### config.mk
export PLATFORM = sky130hd
export DESIGN_NAME = linear_probe_hash_table_top
export DESIGN_NICKNAME = d
export VERILOG_FILES = /design/src/rtl/core/lph_pkg.sv /design/src/rtl/core/lph_dp.sv /design/src/rtl/core/lph_ctrl.sv /design/src/rtl/core/linear_probe_hash_table_top.sv
export SDC_FILE = /design/constraint.sdc
export NUM_CORES = 2
export LEC_CHECK = 0
export BUFFER_PORTS_ARGS = -buffer_cell sky130_fd_sc_hd__buf_2
export CAP_MARGIN = 20
export CORE_ASPECT_RATIO = 1.1
export CORE_MARGIN = 1
export CORE_UTILIZATION = 40
export DETAILED_ROUTE_END_ITERATION = 8
export SYNTH_ARGS = -nofsm -noshare
export SYNTH_HDL_FRONTEND = slang
export SYNTH_HIERARCHICAL = 1
export SYNTH_SLANG_ARGS = --single-unit
export TNS_END_PERCENT = 1
### constraint.sdc
create_clock -name clk_i -period 10.6 [get_ports clk_i]
set_input_delay 0 -clock clk_i [delete_from_list [all_inputs] [get_ports clk_i]]
set_output_delay 0 -clock clk_i [all_outputs]
set_load 0.02 [all_outputs]
### src/rtl/core/lph_pkg.sv
package lph_pkg;

  // Field widths of the request and response transfers.
  localparam int unsigned OP_W  = 2;
  localparam int unsigned KEY_W = 50;
  localparam int unsigned VAL_W = 63;
  localparam int unsigned ST_W  = 2;
  localparam int unsigned POS_W = 4;

  // The home slot comes from a residue unit. The key bits are summed as residues
  // of their weights in MOD_PARTS groups, the groups are added, and the sum is
  // brought below the table size by compare-and-subtract steps.
  localparam int unsigned MOD_PARTS   = 5;
  localparam int unsigned MOD_PART_W  = KEY_W / MOD_PARTS;
  localparam int unsigned MOD_RED_PER = 3;
  localparam int unsigned MOD_STEPS   = 4;
  localparam int unsigned MOD_CNT_W   = $clog2(MOD_STEPS);

  typedef enum logic [OP_W-1:0] {
    OP_INSERT = 2'd0,
    OP_DELETE = 2'd1,
    OP_SEARCH = 2'd2
  } op_e;

  typedef enum logic [ST_W-1:0] {
    ST_OK   = 2'd0,
    ST_MISS = 2'd1,
    ST_FULL = 2'd2
  } status_e;

  typedef enum logic [2:0] {
    S_CLEAR = 3'd0,
    S_IDLE  = 3'd1,
    S_MOD   = 3'd2,
    S_HOME  = 3'd3,
    S_PRIME = 3'd4,
    S_PROBE = 3'd5
  } ctrl_state_e;

  typedef struct packed {
    logic [OP_W-1:0]  op;
    logic [KEY_W-1:0] key;
    logic [VAL_W-1:0] value;
  } lph_req_t;

  typedef struct packed {
    logic [ST_W-1:0]  status;
    logic [POS_W-1:0] position;
    logic [VAL_W-1:0] found_value;
  } lph_rsp_t;

  typedef struct packed {
    logic [KEY_W-1:0] key;
    logic [VAL_W-1:0] value;
  } lph_entry_t;

  // Commands from the controller to the datapath.
  typedef struct packed {
    logic clear_wr;
    logic mod_start;
    logic mod_step;
    logic load_home;
    logic advance;
    logic count;
    logic commit;
  } lph_cmd_t;

  // Status from the datapath to the controller.
  typedef struct packed {
    logic clear_last;
    logic mod_last;
    logic hit;
    logic probe_last;
    logic op_bad;
  } lph_sts_t;

endpackage

### src/rtl/core/lph_dp.sv
module lph_dp import lph_pkg::*; #(
  parameter int unsigned TABLE_SIZE = 16
) (
  input  logic     clk_i,
  input  logic     rst_ni,
  input  lph_cmd_t cmd_i,
  input  lph_req_t req_i,
  output lph_sts_t sts_o,
  output lph_rsp_t rsp_o
);

  localparam int unsigned AW = $clog2(TABLE_SIZE);
  // The residue sum stays below 64 table sizes, so six reduction steps suffice.
  localparam int unsigned          SW          = AW + 2 * MOD_RED_PER;
  localparam logic [SW-1:0]        TS_SW       = SW'(TABLE_SIZE);
  localparam logic [AW-1:0]        LAST_SLOT   = AW'(TABLE_SIZE - 1);
  localparam logic [MOD_CNT_W-1:0] STEP_SUM    = MOD_CNT_W'(1);
  localparam logic [MOD_CNT_W-1:0] STEP_RED_HI = MOD_CNT_W'(2);
  localparam logic [MOD_CNT_W-1:0] STEP_RED_LO = MOD_CNT_W'(3);
  localparam int unsigned          RED_TOP_HI  = 2 * MOD_RED_PER - 1;
  localparam int unsigned          RED_TOP_LO  = MOD_RED_PER - 1;

  typedef logic [KEY_W-1:0][AW-1:0] res_tab_t;

  // Residue of each key bit weight, two to the power i modulo the table size.
  function automatic res_tab_t bit_res_tab();
    res_tab_t    tab;
    int unsigned r;
    r = 1;
    for (int unsigned i = 0; i < KEY_W; i++) begin
      tab[i] = AW'(r);
      r = (2 * r) % TABLE_SIZE;
    end
    return tab;
  endfunction

  localparam res_tab_t BIT_RES = bit_res_tab();

  // Subtracts the table size shifted by top, top-1 and so on where it fits.
  function automatic logic [SW-1:0] reduce_step(input logic [SW-1:0] v,
                                                input int unsigned top);
    logic [SW-1:0] r;
    logic [SW-1:0] m;
    r = v;
    for (int unsigned k = 0; k < MOD_RED_PER; k++) begin
      m = TS_SW << (top - k);
      if (r >= m) begin
        r = r - m;
      end
    end
    return r;
  endfunction

  lph_entry_t mem [TABLE_SIZE];

  lph_req_t                     req_q;
  logic [MOD_PARTS-1:0][SW-1:0] part_q, part_d;
  logic [SW-1:0]                sum_q, sum_d;
  logic [MOD_CNT_W-1:0]         dig_q;
  logic [AW-1:0]                slot_q, slot_next;
  logic [AW-1:0]                cmp_slot_q;
  logic [AW-1:0]                cnt_q;
  lph_entry_t                   rd_q;
  lph_rsp_t                     rsp_q, rsp_d;

  logic             is_ins, is_del, is_srch, op_bad, hit, do_write;
  logic [KEY_W-1:0] want;
  logic             wr_en;
  logic [AW-1:0]    wr_addr;
  lph_entry_t       wr_data;

  // Group sums of the residues of the set key bits.
  always_comb begin
    for (int p = 0; p < MOD_PARTS; p++) begin
      part_d[p] = '0;
      for (int i = 0; i < MOD_PART_W; i++) begin
        if (req_q.key[p*MOD_PART_W + i]) begin
          part_d[p] = part_d[p] + SW'(BIT_RES[p*MOD_PART_W + i]);
        end
      end
    end
  end

  // Total of the groups, then a high and a low compare-and-subtract reduction.
  always_comb begin
    sum_d = sum_q;
    if (dig_q == STEP_SUM) begin
      sum_d = '0;
      for (int p = 0; p < MOD_PARTS; p++) begin
        sum_d = sum_d + part_q[p];
      end
    end else if (dig_q == STEP_RED_HI) begin
      sum_d = reduce_step(sum_q, RED_TOP_HI);
    end else if (dig_q == STEP_RED_LO) begin
      sum_d = reduce_step(sum_q, RED_TOP_LO);
    end
  end

  assign slot_next = (slot_q == LAST_SLOT) ? '0 : slot_q + 1'b1;

  assign is_ins  = (req_q.op == OP_INSERT);
  assign is_del  = (req_q.op == OP_DELETE);
  assign is_srch = (req_q.op == OP_SEARCH);
  assign op_bad  = !(is_ins || is_del || is_srch);

  // Insert looks for an empty slot, delete and search for the key itself.
  assign want     = is_ins ? '0 : req_q.key;
  assign hit      = (rd_q.key == want);
  assign do_write = hit && (is_ins || is_del);

  assign wr_en   = cmd_i.clear_wr || (cmd_i.commit && do_write);
  assign wr_addr = cmd_i.clear_wr ? slot_q : cmp_slot_q;
  always_comb begin
    wr_data = '0;
    if (!cmd_i.clear_wr && is_ins) begin
      wr_data.key   = req_q.key;
      wr_data.value = req_q.value;
    end
  end

  always_comb begin
    rsp_d.status      = ST_MISS;
    rsp_d.position    = '0;
    rsp_d.found_value = '0;
    if (!op_bad) begin
      if (hit) begin
        rsp_d.status   = ST_OK;
        rsp_d.position = POS_W'(cmp_slot_q);
        if (is_srch) begin
          rsp_d.found_value = rd_q.value;
        end
      end else if (is_ins) begin
        rsp_d.status = ST_FULL;
      end
    end
  end

  always_ff @(posedge clk_i or negedge rst_ni) begin
    if (!rst_ni) begin
      slot_q <= '0;
    end else if (cmd_i.clear_wr || cmd_i.advance) begin
      slot_q <= slot_next;
    end else if (cmd_i.load_home) begin
      slot_q <= sum_q[AW-1:0];
    end
  end

  always_ff @(posedge clk_i) begin
    if (cmd_i.mod_start) begin
      req_q <= req_i;
      dig_q <= '0;
    end else if (cmd_i.mod_step) begin
      part_q <= part_d;
      sum_q  <= sum_d;
      dig_q  <= dig_q + 1'b1;
    end
    if (cmd_i.load_home) begin
      cnt_q <= '0;
    end else if (cmd_i.count) begin
      cnt_q <= cnt_q + 1'b1;
    end
    if (cmd_i.advance) begin
      cmp_slot_q <= slot_q;
    end
    if (cmd_i.commit) begin
      rsp_q <= rsp_d;
    end
  end

  // Single-port table: one write and one registered read per cycle.
  always_ff @(posedge clk_i) begin
    if (wr_en) begin
      mem[wr_addr] <= wr_data;
    end
    if (cmd_i.advance) begin
      rd_q <= mem[slot_q];
    end
  end

  assign sts_o.clear_last = (slot_q == LAST_SLOT);
  assign sts_o.mod_last   = (dig_q == MOD_CNT_W'(MOD_STEPS - 1));
  assign sts_o.hit        = hit;
  assign sts_o.probe_last = (cnt_q == LAST_SLOT);
  assign sts_o.op_bad     = op_bad;
  assign rsp_o            = rsp_q;

endmodule

### src/rtl/core/lph_ctrl.sv
module lph_ctrl import lph_pkg::*; (
  input  logic     clk_i,
  input  logic     rst_ni,
  input  logic     in_valid_i,
  output logic     in_ready_o,
  output logic     out_valid_o,
  input  logic     out_ready_i,
  input  lph_sts_t sts_i,
  output lph_cmd_t cmd_o
);

  ctrl_state_e state_q, state_d;
  logic        out_valid_q, out_valid_d;
  logic        out_free;

  assign out_free = !out_valid_q || out_ready_i;

  always_ff @(posedge clk_i or negedge rst_ni) begin
    if (!rst_ni) begin
      state_q     <= S_CLEAR;
      out_valid_q <= 1'b0;
    end else begin
      state_q     <= state_d;
      out_valid_q <= out_valid_d;
    end
  end

  always_comb begin
    state_d = state_q;
    cmd_o   = '0;
    case (state_q)
      S_CLEAR: begin
        cmd_o.clear_wr = 1'b1;
        if (sts_i.clear_last) begin
          state_d = S_IDLE;
        end
      end
      S_IDLE: begin
        if (in_valid_i) begin
          cmd_o.mod_start = 1'b1;
          state_d         = S_MOD;
        end
      end
      S_MOD: begin
        cmd_o.mod_step = 1'b1;
        if (sts_i.mod_last) begin
          state_d = S_HOME;
        end
      end
      S_HOME: begin
        cmd_o.load_home = 1'b1;
        state_d         = S_PRIME;
      end
      S_PRIME: begin
        cmd_o.advance = 1'b1;
        state_d       = S_PROBE;
      end
      S_PROBE: begin
        if (sts_i.op_bad || sts_i.hit || sts_i.probe_last) begin
          if (out_free) begin
            cmd_o.commit = 1'b1;
            state_d      = S_IDLE;
          end
        end else begin
          cmd_o.advance = 1'b1;
          cmd_o.count   = 1'b1;
        end
      end
      default: begin
        state_d = S_IDLE;
      end
    endcase
  end

  always_comb begin
    out_valid_d = out_valid_q;
    if (cmd_o.commit) begin
      out_valid_d = 1'b1;
    end else if (out_ready_i) begin
      out_valid_d = 1'b0;
    end
  end

  assign in_ready_o  = (state_q == S_IDLE);
  assign out_valid_o = out_valid_q;

endmodule

### src/rtl/core/linear_probe_hash_table_top.sv
// Open-addressing hash table with linear probing over TABLE_SIZE slots.
// Request channel (in_valid_i, in_ready_o, in_req_i) carries one operation per
// transfer: insert, delete or search on a nonzero key. Response channel
// (out_valid_o, out_ready_i, out_rsp_o) returns exactly one status, slot
// position and found value per request, in request order.
// The home slot comes from the residue unit (group sums of the key bit
// residues, their total, then a high and a low compare-and-subtract
// reduction), then S_HOME loads the home slot and S_PRIME primes the table
// read. The probe then compares one slot per cycle through the single table
// read port, over 1 to TABLE_SIZE slots. Requests are handled one at a time:
// a new request is taken only after the previous one has ended its probe
// and loaded its response.
// After reset a clearing pass writes every slot to empty while in_ready_o
// stays low.
// The response sits in an output register. A stalled receiver does not stop
// the next request from being taken and probed; only the final write-back
// and response load wait until the output register is free.
module linear_probe_hash_table_top import lph_pkg::*; #(
  parameter int unsigned TABLE_SIZE = 16
) (
  input  logic     clk_i,
  input  logic     rst_ni,
  input  logic     in_valid_i,
  output logic     in_ready_o,
  input  lph_req_t in_req_i,
  output logic     out_valid_o,
  input  logic     out_ready_i,
  output lph_rsp_t out_rsp_o
);

  // Commands and status between the sequencer and the table datapath.
  lph_cmd_t cmd;
  lph_sts_t sts;

  // The sequencer owns all handshakes and the response valid flag.
  lph_ctrl u_ctrl (
    .clk_i       (clk_i),
    .rst_ni      (rst_ni),
    .in_valid_i  (in_valid_i),
    .in_ready_o  (in_ready_o),
    .out_valid_o (out_valid_o),
    .out_ready_i (out_ready_i),
    .sts_i       (sts),
    .cmd_o       (cmd)
  );

  // The datapath holds the request, the remainder unit, the slot table and
  // the response register.
  lph_dp #(
    .TABLE_SIZE (TABLE_SIZE)
  ) u_dp (
    .clk_i  (clk_i),
    .rst_ni (rst_ni),
    .cmd_i  (cmd),
    .req_i  (in_req_i),
    .sts_o  (sts),
    .rsp_o  (out_rsp_o)
  );

endmodule

==> impl_metrics.csv <==
group,metric,value,unit
sta,rsz0062_at_grt,"no",
sta,setup_viol,0,
synth,ys.flop_type,"edfxtp_1",
routing,vias,40840,
die,dieHeight,474.7,um
synth,netlist_top_cells_area,"edfxtp_1 (78%), mux4_2 (6.3%), mux2i_1 (5.6%)",
cts,cts_root_buffer,"clkbuf_16",
placed_design,port_buffers,189,
global_routing,grt_max_degree,121,
setup_path,crit_required,11060,ps
synth,syn_area,81250,um^2
synth,synthDistinctLibCells,51,
synth,synth.cells.most_frequent,"edfxtp_1 (2117), mux2i_1 (456), a221oi_1 (226), mux4_2 (226), and2_1 (185)",
worst_hold_path,hold_class,"in2reg",
sta,fin_crit,7764,ps
sta,fin_skew,59.95,ps
routing,drt_iter0_markers,3460,
routing,ant_nets,0,
setup_path,crit_path_start_kind,"flop",
synth,synthArstFlopShare,0.3754,%
layout,final_nets,4667,
synth,yosys_warnings,6,
die,initial_core_util,40.23,%
cts,clock_sinks,2131,
layout,drive_gt1_share,17.30,%
sta,slew_headroom,22.44,%
sta,period_share,73.25,%
die,row_count,173,
sta,tightest_slew,1163,ps
setup_path,arrival,8230,ps
cts,clk_path_buf_depth,3,
die,placeableCoreArea,202000,um^2
synth,syn-num-nets,4184,
synth,synth_top_area_share,78.24,%
layout,area_growth,16.24,%
sta,fmax,0.1288,GHz
synth,synth-edff-count,2117,
global_routing,gr-total-overflow,0,
sta,timing.setup.tns,0,ps
cts,cts_setup_buffers,0,
synth,ys_ff_latch,2131,
global_routing,grt_pass1_wl,289000,um
global_routing,grt.total_usage,19.37,%
routing,dr.pass1.iters,5,
placed_design,place_congestion,0.7627,
synth,yosysSeqAreaShare,78.64,%
pwr,vdd_drop_max,214.8,uV
setup_path,cp_max_fo,39,
routing,drt-vias-per-instance,5.500,
global_routing,grt_pass1_vias,41460,
cts,clkSlewWorstSetupHoldPaths,60,ps
cts,cts_resized,0,
routing,drc,0,
cts,cts-htree-levels,4,
routing,totalWireLength,200200,um
synth,avgSynthCellArea,20.01,um^2
synth,postSynthCellCount,4060,
global_routing,grt_antenna_before_repair,12,
pwr,p_per_area,261.0,nW/um^2
synth,yosysTopAreaCell,"edfxtp_1",
sta,slew_viol_final,0,
setup_path,path_class,"reg2reg",
pwr,power,24.65,mW
die,io_pins,190,
routing,wire_per_inst,26.97,um
cts,cts_tree,"built",
setup_path,end_kind,"flop",
cts,clock_latency,860,ps
cts,cts-hold-fix-buffers,220,
job,maxCapViolCount,0,
placed_design,post-dp-hpwl,109000,um
layout,num-fill-cells,16720,
die,die_w,431.7,um
synth,yosysMostFrequentCell,"edfxtp_1",
outcome,status,"finished, final reports clean",
pwr,p_leak,31.08,nW
cts,numCtsBuffers,209,
die,fp.dieArea,204900,um^2
sta,finalHoldViolCount,0,
==> power breakdown <==
part / internal, mW / switching [mW] / total [mW]
combinational: 2.32 / 4.06 / 6.39
clock: 3.97 / 3.12 / 7.09
sequential: 10.7 / 0.428 / 11.2
==> layout by cell type (no fill, tap or decap), types with 6 or more instances in the layout <==
master and n:
a21oi_4 13, a221oi_1 226, a22oi_1 111, a31oi_1 30
and2_1 183, buf_12 8, buf_2 189, buf_4 75
bufinv_16 11, clkbuf_1 50, clkbuf_16 214, clkinv_1 52
clkinv_2 33, dfxtp_1 6, dlygate4sd3_1 221, edfxtp_1 2117
mux2i_1 456, mux4_2 226, nand2_1 124, nand4_1 9
nor2_1 63, nor3b_1 6, nor4bb_1 25, o21ai_0 116
o32ai_1 24, xnor2_1 28
==> cells by family after synthesis <==
family	synth area share, %
DFF	78.64
and+or+nand+nor	3.034
AOI/OAI and AO/OA	4.891
buffers and inverters	1.143
muxes	11.90
xor gates and xnor gates	0.3234
adders and majority gates	0.07700
==> per-stage QoR <==
| step | util [%] | hold slack, ps | cells | setup slack [ps] | cell area (um^2) |
|---|---|---|---|---|---|
| after floorplan | - | -295.6 | 4060 | 923.1 | 81250 |
| after global placement | 42.41 | -98.53 | 6821 | 2843 | 85660 |
| after detailed placement | 42.43 | -97.97 | 6823 | 2777 | 85690 |
| after CTS | 46.76 | 0.8746 | 7422 | 2771 | 94430 |
| after global routing | 46.76 | 8.248 | 7423 | 2463 | 94440 |
| final | 46.77 | 41.00 | 7426 | 2836 | 94450 |
==> sequential cells by signal, summed over array words and instances, names as in the netlist <==
name / count
u_dp/mem: 1808
u_dp/req_q: 115
u_dp/rd_q: 113
u_dp/rsp_o: 69
u_dp/cmp_slot_q: 4
u_dp/cnt_q: 4
u_dp/part_q: 4
u_dp/slot_q: 4
u_dp/sum_q: 4
u_ctrl/state_q: 3
u_dp/dig_q: 2
u_ctrl/out_valid_o: 1
==> per-layer routing <==
layer	GRT usage [%]	part of all wire (%)
met1	25.72	42
met2	33.63	51
met3	2.622	4.9
met4	4.700	1.9
met5	0	0.013
==> cell type report <==
cell class                      count  area (um^2)  area share, %
Sequential cell                  2131        63910          67.66
Multi-Input combinational cell   1702        16670          17.65
Clock buffer                      265         5557          5.883
Timing Repair Buffer              494         3909          4.139
Tap cell                         2712         3393          3.593
Clock inverter                    114        978.4          1.036
Inverter                            5        23.77        0.02517
Antenna cell                        3        7.507       0.007949
==> worst paths after layout <==
check,depth (start not counted),endpoint,slack (ps),startpoint
setup / recovery,17,u_dp/mem[8][47],2840,u_dp/req_q[114]
hold / removal,2,u_dp/req_q[107],40,in_req_i[107]
setup reg to reg,17,u_dp/mem[8][47],2840,u_dp/req_q[114]
hold reg to reg,1,u_dp/rsp_o[51],520,u_dp/rd_q[51]
max in group asynchronous,3,u_dp/slot_q[2],9910,rst_ni
min in group asynchronous,3,u_ctrl/state_q[2],270,rst_ni
==> critical path, cell delays in order, from the launching register on <==
cell	delay [ps]
edfxtp_1	470
nor2_4	640
buf_4	440
nor2_1	90
o32ai_1	520
nand4_1	420
nor4_2	840
nand2_1	600
inv_1	160
or3_4	170
nand3_1	140
nor2b_4	150
buf_4	460
nand2_1	210
or4_1	570
o22ai_4	160
buf_4	500
buf_4	730
(Power assumes the default switching activity.)
